## src/normalize_vector_fixed_point_assert.svh

```systemverilog
// Assertion macros shared by the vector normaliser RTL.
// Each macro expects clk and rst_n to be in scope in the module that uses it.
`ifndef NORMALIZE_VECTOR_FIXED_POINT_ASSERT_SVH
`define NORMALIZE_VECTOR_FIXED_POINT_ASSERT_SVH

// Same-cycle implication, suspended during reset
`define NVF_ASSERT_IMPL(lbl, ante, cons) \
  lbl: assert property (@(posedge clk) disable iff (!rst_n) (ante) |-> (cons)) \
    else $error("nvf assertion failed");

// Next-cycle implication, suspended during reset
`define NVF_ASSERT_NEXT(lbl, ante, cons) \
  lbl: assert property (@(posedge clk) disable iff (!rst_n) (ante) |=> (cons)) \
    else $error("nvf assertion failed");

`endif

```

## src/nvf_pkg.sv

```systemverilog
// Shared constants for the vector normaliser.
// No dependencies; used by nvf_front, nvf_cell and the top level.
package nvf_pkg;

  // Default component width of the input vector
  localparam int COMPONENT_WIDTH_DEF = 24;
  // Default number of fraction bits of the unit vector
  localparam int FRACTION_BITS_DEF   = 12;
  // Number of vector components, one lane each
  localparam int LANES               = 3;

endpackage

```

## src/nvf_front.sv

```systemverilog
// Front end of the normaliser: component magnitudes, squares, sum of squares.
// Depends on nvf_pkg only.
module nvf_front #(
  parameter int CW = nvf_pkg::COMPONENT_WIDTH_DEF,
  parameter int F  = nvf_pkg::FRACTION_BITS_DEF
) (
  input  logic                                        clk,
  input  logic                                        rst_n,
  input  logic                                        in_valid,
  output logic                                        in_ready,
  input  logic [nvf_pkg::LANES-1:0][CW-1:0]           comp,
  output logic                                        out_valid,
  input  logic                                        out_ready,
  output logic [2*CW-1:0]                             s,
  output logic [nvf_pkg::LANES-1:0][2*CW+2*F-2:0]     r,
  output logic [nvf_pkg::LANES-1:0]                   neg,
  output logic [nvf_pkg::LANES-1:0]                   nz
);

  localparam int SQW = 2*CW - 1;
  localparam int SW  = 2*CW;
  localparam int RW  = 2*CW + 2*F - 1;

  logic                                   a_v_r;
  logic [nvf_pkg::LANES-1:0][SQW-1:0]     a_sq_r, a_sq_nxt;
  logic [nvf_pkg::LANES-1:0]              a_neg_r, a_nz_r;
  logic                                   a_ready;

  logic                                   b_v_r;
  logic [SW-1:0]                          b_s_r, b_s_nxt;
  logic [nvf_pkg::LANES-1:0][RW-1:0]      b_r_r, b_r_nxt;
  logic [nvf_pkg::LANES-1:0]              b_neg_r, b_nz_r;
  logic                                   b_ready;

  logic [nvf_pkg::LANES-1:0][CW-1:0]      mag;
  logic [nvf_pkg::LANES-1:0][2*CW-1:0]    prod;

  // Magnitude and square of each component
  always_comb begin
    for (int i = 0; i < nvf_pkg::LANES; i++) begin
      mag[i]      = comp[i][CW-1] ? (~comp[i] + 1'b1) : comp[i];
      prod[i]     = {{CW{1'b0}}, mag[i]} * {{CW{1'b0}}, mag[i]};
      a_sq_nxt[i] = prod[i][SQW-1:0];
    end
  end

  assign b_ready  = !b_v_r || out_ready;
  assign a_ready  = !a_v_r || b_ready;
  assign in_ready = a_ready;

  // Stage A: squares
  always_ff @(posedge clk) begin
    if (!rst_n) begin
      a_v_r <= 1'b0;
    end else if (a_ready) begin
      a_v_r <= in_valid;
    end
  end

  always_ff @(posedge clk) begin
    if (in_valid && a_ready) begin
      a_sq_r <= a_sq_nxt;
      for (int i = 0; i < nvf_pkg::LANES; i++) begin
        a_neg_r[i] <= comp[i][CW-1];
        a_nz_r[i]  <= |comp[i];
      end
    end
  end

  // Sum of squares and scaled squares as starting remainders
  always_comb begin
    b_s_nxt = '0;
    for (int i = 0; i < nvf_pkg::LANES; i++) begin
      b_s_nxt    = b_s_nxt + SW'(a_sq_r[i]);
      b_r_nxt[i] = {a_sq_r[i], {(2*F){1'b0}}};
    end
  end

  // Stage B
  always_ff @(posedge clk) begin
    if (!rst_n) begin
      b_v_r <= 1'b0;
    end else if (b_ready) begin
      b_v_r <= a_v_r;
    end
  end

  always_ff @(posedge clk) begin
    if (a_v_r && b_ready) begin
      b_s_r   <= b_s_nxt;
      b_r_r   <= b_r_nxt;
      b_neg_r <= a_neg_r;
      b_nz_r  <= a_nz_r;
    end
  end

  assign out_valid = b_v_r;
  assign s         = b_s_r;
  assign r         = b_r_r;
  assign neg       = b_neg_r;
  assign nz        = b_nz_r;

endmodule

```

## config.mk

```make
export PLATFORM = sky130hd
export DESIGN_NAME = nvf_front
export DESIGN_NICKNAME = d
export VERILOG_FILES = /design/src/normalize_vector_fixed_point_assert.svh /design/src/nvf_pkg.sv /design/src/nvf_front.sv
export SDC_FILE = /design/constraint.sdc
export NUM_CORES = 2
export LEC_CHECK = 0
export ABC_AREA = 1
export BUFFER_PORTS_ARGS = -buffer_cell sky130_fd_sc_hd__buf_2
export CAP_MARGIN = 25
export CORE_ASPECT_RATIO = 1.2
export CORE_MARGIN = 5
export CORE_UTILIZATION = 30
export CTS_CLUSTER_DIAMETER = 120
export CTS_CLUSTER_SIZE = 12
export DETAILED_ROUTE_END_ITERATION = 16
export GPL_TIMING_DRIVEN = 0
export PLACE_DENSITY = 0.46
export RECOVER_POWER = 100
export SLEW_MARGIN = 20
export SYNTH_ARGS = -nofsm -noshare
export SYNTH_HDL_FRONTEND = slang
export SYNTH_SLANG_ARGS = --single-unit
```

## constraint.sdc

```tcl
create_clock -name clk -period 18.4 [get_ports clk]
set_input_delay 2.76 -clock clk [delete_from_list [all_inputs] [get_ports clk]]
set_output_delay 2.76 -clock clk [all_outputs]
set_load 0.05 [all_outputs]
```

==> results.json <==
{
  "synthDistinctLibCells": 54,
  "numPlacedInstances": 11320,
  "slew_violations": 147,
  "period_minus_slack_ns": 13.14,
  "fin_cells": 11370,
  "fp.dieH_um": 531.7,
  "wl_per_cell_um": 21.30,
  "setup_violations": 0,
  "dr.pass1.iters": 6,
  "htree_levels": 2,
  "antenna_found_initial": 5,
  "synthCells": 7918,
  "worstMarginPinSlew_ns": 4.274,
  "insertion_delay_ns": 0.58,
  "critPathBufInv": 8,
  "grt_overflow": 0,
  "grt_pass1_vias": 55760,
  "crit_type": "in2reg",
  "cts_tree": "built",
  "ys.flop_type": "edfxtp_1",
  "syn_area_per_cell_um2": 8.592,
  "place_congestion": 0.9473,
  "min_path_type": "reg2reg",
  "slowest_delay_ns": 0.99,
  "portBuffers": 269,
  "cap_violations": 2,
  "start_util": 0.3016,
  "path_clk_slew_ns": 0.07,
  "rsz0062_at_grt": "false",
  "crit_fanout": 10,
  "nets": 10300,
  "crit_top_cell": "fa_1",
  "skew_ns": 0.03689,
  "wl_um": 242100,
  "fin_crit_sh": 0.7139,
  "row_count": 191,
  "slowest_stage": "clkinvlp_2",
  "cts_hold_buf": 0,
  "required_ns": 18.69,
  "ios": 345,
  "hold_viol_final": 0,
  "area_growth_pct": 9.250,
  "drt_iter0_markers": 3229,
  "yosys_warnings": 0,
  "crit_arrival_ns": 13.43,
  "critPathTopFamily": "adder cells",
  "syn_area_um2": 68040,
  "dp_hpwl_um": 213600,
  "vias": 51950,
  "cts_buffers": 35,
  "end_kind": "flip-flop",
  "cp-start-kind": "primary input",
  "drc": 0,
  "max_freq_ghz": 0.07613,
  "synthArstFlopShare": 0,
  "via_per_inst": 4.570,
  "status": "complete, but fails checks",
  "violations": "capacitance limit, slew limit",
  "ys_ff_latch": 338,
  "post_cts_buffers": 0,
  "drive_above_1_share": 0.05818,
  "synth-edff-count": 336,
  "gr-usage-all-layers": 0.2048,
  "ant_nets": 0,
  "coreArea_um2": 225600,
  "grt_max_degree": 76,
  "ctsResizeCount": 0,
  "grt_pass1_wl_um": 359600,
  "yosysSeqAreaShare": 0.1489,
  "cts.path.max_buffers": 3,
  "clock_sinks": 338,
  "die_area_um2": 236400,
  "dieWidth_um": 444.7,
  "slew_headroom": -1.850,
  "clockRootBuffer": "clkbuf_16"
}
==> through the flow <==
stage / worst slack [ns] / hold WS, ns / utilization / instance area (um^2) / TNS (ns)
after floorplan: 5.587 / 0.4003 / - / 68510 / 0
after global placement: -0.1472 / 0.4074 / 0.3262 / 73600 / -15.22
after detailed placement: 6.552 / 0.4190 / 0.3276 / 73900 / 0
after CTS: 7.148 / 0.4365 / 0.3319 / 74880 / 0
after global routing: 5.000 / 0.4356 / 0.3294 / 74320 / 0
final: 5.264 / 0.4307 / 0.3295 / 74330 / 0
==> worst paths after layout <==
check	startpoint	depth (start not counted)	endpoint	slack, ns
setup / recovery	comp[24]	27	a_sq_r[87]$_DFFE_PP_	5.26
setup reg to reg	out_valid$_SDFFE_PN0P_	4	a_sq_r[114]$_DFFE_PP_	11.79
hold reg to reg	a_neg_r[0]$_DFFE_PP_	0	neg[0]$_DFFE_PP_	0.43
hold / removal	a_neg_r[0]$_DFFE_PP_	0	neg[0]$_DFFE_PP_	0.43
==> routing by layer <==
layer	share of wire	vias up	routed length, um	global-route usage
li1	-	24020	-	-
met5	0	-	0	0
met4	0.064	0	15530	0.09927
met1	0.42	26260	102200	0.2648
met2	0.47	1371	114400	0.3468
met3	0.041	298	10000	0.01627
==> final cells by class <==
class	count	area, um^2
fillers	24150	151300
repair buffers	280	1137
multi-input cells	5258	48560
diodes	4	10.01
well taps	2991	3742
flip-flops and latches	338	10130
inverters	2267	8521
clock buffers	41	919.6
clock inverters	5	52.55
plain buffers	182	1261
==> placed cells by master (no fill, tap or decap), types with 30 or more instances in the layout <==
cell type,netlist,routed
nand3_1,201,201
xnor2_1,38,38
nand2_1,1466,1467
nand2_2,41,40
conb_1,2,129
nor2_1,733,735
nor3_1,30,30
clkbuf_1,16,235
nand4_1,70,70
buf_4,97,97
inv_2,68,64
edfxtp_1,336,336
o21bai_1,31,31
buf_2,48,115
inv_1,2191,2194
fa_1,1316,1316
clkbuf_16,0,36
o21ai_0,141,147
a21oi_1,231,231
xor2_1,101,102
ha_1,543,543
nor2_2,45,43
==> flip-flops by register name, indices dropped and copies added (netlist names) <==
signal / flops
a_v_r: 1
s: 48
a_sq_r: 138
a_nz_r: 3
neg: 3
out_valid: 1
nz: 3
r: 138
a_neg_r: 3
==> cell families after synthesis <==
| group | Yosys count | synth area share |
|---|---|---|
| simple gates | 2666 | 0.1638 |
| buf+inv | 2449 | 0.1441 |
| flops | 338 | 0.1489 |
| mux | 1 | 0.0001471 |
| compound gates | 459 | 0.03658 |
| fa+ha+maj | 1859 | 0.4871 |
| xor+xnor | 144 | 0.01925 |
| other cells | 2 | 0.0001104 |
==> cell usage after synthesis (31+ instances only) <==
library cell	count	area share
a21oi_1	231	0.017
buf_2	48	0.0035
buf_4	97	0.011
edfxtp_1	336	0.15
fa_1	1316	0.39
ha_1	543	0.10
inv_1	2191	0.12
inv_2	68	0.0038
nand2_1	1466	0.081
nand2_2	41	0.0038
nand3_1	201	0.015
nand4_1	70	0.0064
nor2_1	733	0.040
nor2_2	45	0.0041
o21ai_0	141	0.010
o21bai_1	31	0.0034
xnor2_1	38	0.0049
xor2_1	101	0.013
Power is left out: the tool's default activity adds up to more than one toggle a clock period on the data nets, which glitch-free logic cannot reach.
