### src/normalize_vector_fixed_point_assert.svh
// Assertion macros shared by the vector normaliser RTL.
// Each macro expects clk and rst_n to be in scope in the module that uses it.
`ifndef NORMALIZE_VECTOR_FIXED_POINT_ASSERT_SVH
`define NORMALIZE_VECTOR_FIXED_POINT_ASSERT_SVH

// Same-cycle implication, suspended during reset
`define NVF_ASSERT_IMPL(lbl, ante, cons) \
  lbl: assert property (@(posedge clk) disable iff (!rst_n) (ante) |-> (cons)) \
    else $error("nvf assertion failed");

// Next-cycle implication, suspended during reset
`define NVF_ASSERT_NEXT(lbl, ante, cons) \
  lbl: assert property (@(posedge clk) disable iff (!rst_n) (ante) |=> (cons)) \
    else $error("nvf assertion failed");

`endif

### src/nvf_pkg.sv
// Shared constants for the vector normaliser.
// No dependencies; used by nvf_front, nvf_cell and the top level.
package nvf_pkg;

  // Default component width of the input vector
  localparam int COMPONENT_WIDTH_DEF = 24;
  // Default number of fraction bits of the unit vector
  localparam int FRACTION_BITS_DEF   = 12;
  // Number of vector components, one lane each
  localparam int LANES               = 3;

endpackage

### src/nvf_cell.sv
// One cell of the normaliser chain: decides one quotient bit for all lanes.
// Depends on nvf_pkg and normalize_vector_fixed_point_assert.svh.
`include "normalize_vector_fixed_point_assert.svh"

module nvf_cell #(
  parameter int CW  = nvf_pkg::COMPONENT_WIDTH_DEF,
  parameter int F   = nvf_pkg::FRACTION_BITS_DEF,
  parameter int BIT = 0
) (
  input  logic                                        clk,
  input  logic                                        rst_n,
  input  logic                                        in_valid,
  output logic                                        in_ready,
  input  logic [2*CW-1:0]                             s_in,
  input  logic [nvf_pkg::LANES-1:0][2*CW+2*F-2:0]     r_in,
  input  logic [nvf_pkg::LANES-1:0][2*CW+F:0]         p_in,
  input  logic [nvf_pkg::LANES-1:0][F:0]              q_in,
  input  logic [nvf_pkg::LANES-1:0]                   neg_in,
  input  logic [nvf_pkg::LANES-1:0]                   nz_in,
  output logic                                        out_valid,
  input  logic                                        out_ready,
  output logic [2*CW-1:0]                             s_out,
  output logic [nvf_pkg::LANES-1:0][2*CW+2*F-2:0]     r_out,
  output logic [nvf_pkg::LANES-1:0][2*CW+F:0]         p_out,
  output logic [nvf_pkg::LANES-1:0][F:0]              q_out,
  output logic [nvf_pkg::LANES-1:0]                   neg_out,
  output logic [nvf_pkg::LANES-1:0]                   nz_out
);

  localparam int SW   = 2*CW;
  localparam int RW   = 2*CW + 2*F - 1;
  localparam int PW   = 2*CW + F + 1;
  localparam int QW   = F + 1;
  localparam int CMPW = 2*CW + 2*F + 2;
  localparam logic [QW-1:0] QBIT = QW'(1) << BIT;
  localparam logic [QW-1:0] LOWM = QBIT - QW'(1);

  logic                                   v_r;
  logic [SW-1:0]                          s_r;
  logic [nvf_pkg::LANES-1:0][RW-1:0]      r_r, r_nxt;
  logic [nvf_pkg::LANES-1:0][PW-1:0]      p_r, p_nxt;
  logic [nvf_pkg::LANES-1:0][QW-1:0]      q_r, q_nxt;
  logic [nvf_pkg::LANES-1:0]              neg_r, nz_r;
  logic [nvf_pkg::LANES-1:0][CMPW-1:0]    d;
  logic [nvf_pkg::LANES-1:0]              take;

  // Trial: (q + 2^b)^2*S - q^2*S = 2^(b+1)*q*S + 2^(2b)*S, with P = q*S
  always_comb begin
    for (int i = 0; i < nvf_pkg::LANES; i++) begin
      d[i]     = (CMPW'(p_in[i]) << (BIT + 1)) + (CMPW'(s_in) << (2*BIT));
      take[i]  = CMPW'(r_in[i]) >= d[i];
      r_nxt[i] = take[i] ? (r_in[i] - d[i][RW-1:0]) : r_in[i];
      p_nxt[i] = take[i] ? (p_in[i] + (PW'(s_in) << BIT)) : p_in[i];
      q_nxt[i] = take[i] ? (q_in[i] | QBIT) : q_in[i];
    end
  end

  assign in_ready = !v_r || out_ready;

  always_ff @(posedge clk) begin
    if (!rst_n) begin
      v_r <= 1'b0;
    end else if (in_ready) begin
      v_r <= in_valid;
    end
  end

  always_ff @(posedge clk) begin
    if (in_valid && in_ready) begin
      s_r   <= s_in;
      r_r   <= r_nxt;
      p_r   <= p_nxt;
      q_r   <= q_nxt;
      neg_r <= neg_in;
      nz_r  <= nz_in;
    end
  end

  assign out_valid = v_r;
  assign s_out     = s_r;
  assign r_out     = r_r;
  assign p_out     = p_r;
  assign q_out     = q_r;
  assign neg_out   = neg_r;
  assign nz_out    = nz_r;

  // A stalled cell keeps its item
  `NVF_ASSERT_NEXT(a_cell_hold, v_r && !out_ready, v_r && $stable(q_r))
  // Bits below this cell's position are still undecided in lanes 0 and 1
  `NVF_ASSERT_IMPL(a_cell_low, v_r, ((q_r[0] & LOWM) == '0) && ((q_r[1] & LOWM) == '0))

endmodule

### config.mk
export PLATFORM = sky130hd
export DESIGN_NAME = nvf_cell
export DESIGN_NICKNAME = d
export VERILOG_FILES = /design/src/nvf_pkg.sv /design/src/nvf_cell.sv
export VERILOG_INCLUDE_DIRS = /design/src /design/src/src
export SDC_FILE = /design/constraint.sdc
export NUM_CORES = 2
export LEC_CHECK = 0
export BUFFER_PORTS_ARGS = -buffer_cell sky130_fd_sc_hd__buf_2
export CORE_AREA = 2 2 382 384
export DETAILED_ROUTE_END_ITERATION = 16
export DIE_AREA = 0 0 384 386
export PLACE_DENSITY = 0.59
export SKIP_CTS_REPAIR_TIMING = 1
export SLEW_MARGIN = 20
export SYNTH_ARGS = -nofsm -noshare
export SYNTH_HDL_FRONTEND = slang
export SYNTH_SLANG_ARGS = --single-unit
### constraint.sdc
create_clock -name clk -period 14.8 [get_ports clk]
set_input_delay 1.48 -clock clk [delete_from_list [all_inputs] [get_ports clk]]
set_output_delay 1.48 -clock clk [all_outputs]
set_load 0.05 [all_outputs]
==> reports/qor.yml <==
logic_synthesis:
  synth_nets: 6322
  seq_area_frac_synth: 0.3184
  synth_cell_types: 97
  synth-edff-count: 489
  syn_area_um2: 46190
  ys_ff_latch: 490
  yosys_warnings: 0
  synth_top_flop_cell: "edfxtp_1"
  synth_cells: 5346
  async_flop_share: 0
  syn_area_per_cell_um2: 8.640
sta:
  period_share: 0.6053
  max-slew-margin-rel: 0.2971
  hold_violations: 0
  slew_violations: 0
  max_freq_ghz: 0.1116
  setup_viol: 0
  tns_ns: 0
  fin_worst_skew_ns: 0.01654
  layout_min_cycle_time_ns: 8.959
  max_slew.worst_pin.slew_ns: 1.054
  rsz0062_at_grt: "false"
floorplan:
  fp.coreArea_um2: 144500
  die_h_um: 386
  die_x_um: 384
  rows: 140
  initial_core_util: 0.3196
  die_area_um2: 148200
  pin_count: 984
cts:
  cts_inserted_buffers: 68
  clock_latency_ns: 0.66
  clk_pin_slew_ns: 0.05
  clock_sinks: 490
  cts_buffer_depth: 3
  cts_tree: "done"
  root_buffer: "clkbuf_16"
  htreeDepth: 3
routing:
  drcViolationCount: 0
  drtPass1Iterations: 5
  drtIter0Drc: 3669
  wire_per_inst_um: 24.70
  via_per_inst: 5.560
  wl_um: 203200
  dr_total_vias: 45747
  postRouteAntennaNets: 0
layout:
  layout_commonest_cell: "buf_2"
  layout_common_cells: "983 x buf_2, 667 x nand2_1, 491 x a21oi_1"
  drive_gt1_frac: 0.1863
  post-route-util: 0.3837
  syn2layout_area_growth_pct: 20.07
  nets: 7203
  n_fill_cell: 14873
  postLayoutCellArea_um2: 55460
worst_setup_path:
  cp.required_ns: 15.20
  endpoint: "r_out[143]"
  r2r-start: "out_valid"
  ff2ff_setup_slack_ns: 11.54
  worst-setup-path-type: "primary input to register"
  rr_worst_depth: 4
  start_kind: "primary input"
  worstSetupStartpoint: "s_in[1]"
  cp-end-kind: "register"
  r2r-end: "r_out[126]"
  crit_fanout: 79
  worstPathArrival_ns: 9.36
power:
  finalPower_mw: 7.262
  leakage_nw: 23.54
  power_density_nw_per_um2: 130.9
  peakVddDrop_mv: 0.1149
global_routing:
  grt.total_usage: 0.2606
  grt_max_degree: 138
  grt_pass1_vias: 43185
  gr-total-overflow: 0
  antenna_found_initial: 64
  grt_first_pass_wirelength_um: 286500
placed_design:
  gp_congestion: 0.9775
  place_area_um2: 53030
  portBuffers: 983
  dp_hpwl_um: 167400
run:
  drv_cap: 0
run_status:
  status: "finished, final reports clean"
hold_path:
  min_path_type: "register to register"
## metrics by stage
step / hold WS (ns) / setup WS [ns] / cells
floorplan: 1.146 / 0.8709 / 5346
global placement: 0.5685 / 5.287 / 8074
detailed placement: 0.5920 / 5.209 / 8074
CTS: 0.6027 / 5.909 / 8197
global route: 0.6314 / 5.344 / 8215
finish: 0.6038 / 5.841 / 8228
## power breakdown
part	internal, mW	switching, mW
Combinational	1.08	2.44
Sequential	1.86	0.0923
Clock	1.07	0.706
## metal layers
layer / global-route usage / vias to the layer above / part of all wire
li1: - / 21799 / -
met1: 0.3241 / 21824 / 0.42
met2: 0.4349 / 1727 / 0.47
met3: 0.05125 / 365 / 0.071
met4: 0.1172 / 32 / 0.043
met5: 0 / - / 0.00094
## layout make-up
cell class	instances	area [um^2]	share of cell area
Multi-Input combinational cell	4502	30130	0.5433
Clock buffer	81	1780	0.03211
Inverter	136	511.7	0.009228
Sequential cell	490	14700	0.2651
Antenna cell	31	77.57	0.001399
Clock inverter	42	564.3	0.01018
Tap cell	1917	2399	0.04325
Timing Repair Buffer	1029	5290	0.09539
## worst min-delay path by stage
stage	startpoint	end	slack (ns)	cells past startpoint
global placement	out_valid	out_valid	0.57	2
CTS	out_valid	out_valid	0.60	2
floorplan	out_valid	out_valid	1.15	2
global route	out_valid	out_valid	0.63	2
finish	out_valid	out_valid	0.60	2
detailed placement	out_valid	out_valid	0.59	2
## flip-flops by register name, summed over array words and instances (netlist names)
| name | flops |
|---|---|
| neg_out | 3 |
| nz_out | 3 |
| out_valid | 1 |
| p_out | 183 |
| q_out | 39 |
| r_out | 213 |
| s_out | 48 |
## cells in the mapped netlist, drive strengths merged, types with 8 or more instances
cell type,number,share of area
a211o,17,0.0032
o211ai,32,0.0052
nand2,667,0.054
inv,134,0.011
buf,42,0.0047
a21o,285,0.046
o21bai,79,0.013
nor2b,53,0.0072
and2,36,0.0049
a221o,14,0.0030
fa,9,0.0039
o21a,59,0.0096
xnor2,258,0.049
nand3,150,0.016
ha,474,0.13
or4,10,0.0016
or3,24,0.0033
a41oi,15,0.0028
o31a,16,0.0030
nor3,75,0.0081
nor2,250,0.020
nor4,28,0.0038
xor2,270,0.051
a221oi,11,0.0021
and3,64,0.0087
a311oi,10,0.0019
or2,20,0.0027
nor3b,13,0.0022
and4,20,0.0038
o22ai,8,0.0011
o21ai,571,0.062
nand2b,78,0.011
mux2,18,0.0044
a21boi,21,0.0034
o2111ai,8,0.0015
a31o,8,0.0015
a31oi,64,0.0087
o31ai,38,0.0065
a211oi,41,0.0068
a21oi,492,0.053
nand4,111,0.015
edfxtp,489,0.32
clkbuf,176,0.014
## critical path, cell delays in order
cell and delay, ns:
buf_2 0.10, buf_4 0.20, ha_1 0.26, inv_1 0.08, fa_1 0.20, nor2b_1 0.07
o31ai_1 0.41, a211oi_1 0.20, o2111ai_1 0.41, a211oi_1 0.22, nor4_1 0.58, nor2_1 0.17
a211oi_1 0.39, o21ai_1 0.14, a31o_2 0.34, xnor2_1 0.15, ha_1 0.39, nand4_1 0.16
inv_1 0.07, a221o_1 0.35, o211ai_1 0.18, o2bb2ai_1 0.19, o31ai_4 0.14, a311oi_1 0.57
o21a_4 0.72, buf_4 0.72, mux2_1 0.37
## logic make-up (layout without fill, tap and decap cells)
kind of cell / after synthesis / after routing / synth area share
XOR/XNOR: 528 / 528 / 0.1001
AO/OA/AOI/OAI: 1855 / 1855 / 0.2484
AND/OR/NAND/NOR: 1615 / 1615 / 0.1657
other: 0 / 31 / 0
multiplexers: 21 / 21 / 0.005039
adder cells (fa/ha/maj): 483 / 483 / 0.1323
buffers and inverters: 354 / 1288 / 0.03007
flip-flops: 490 / 490 / 0.3184
Note: power is estimated with default switching activity, not from simulation.
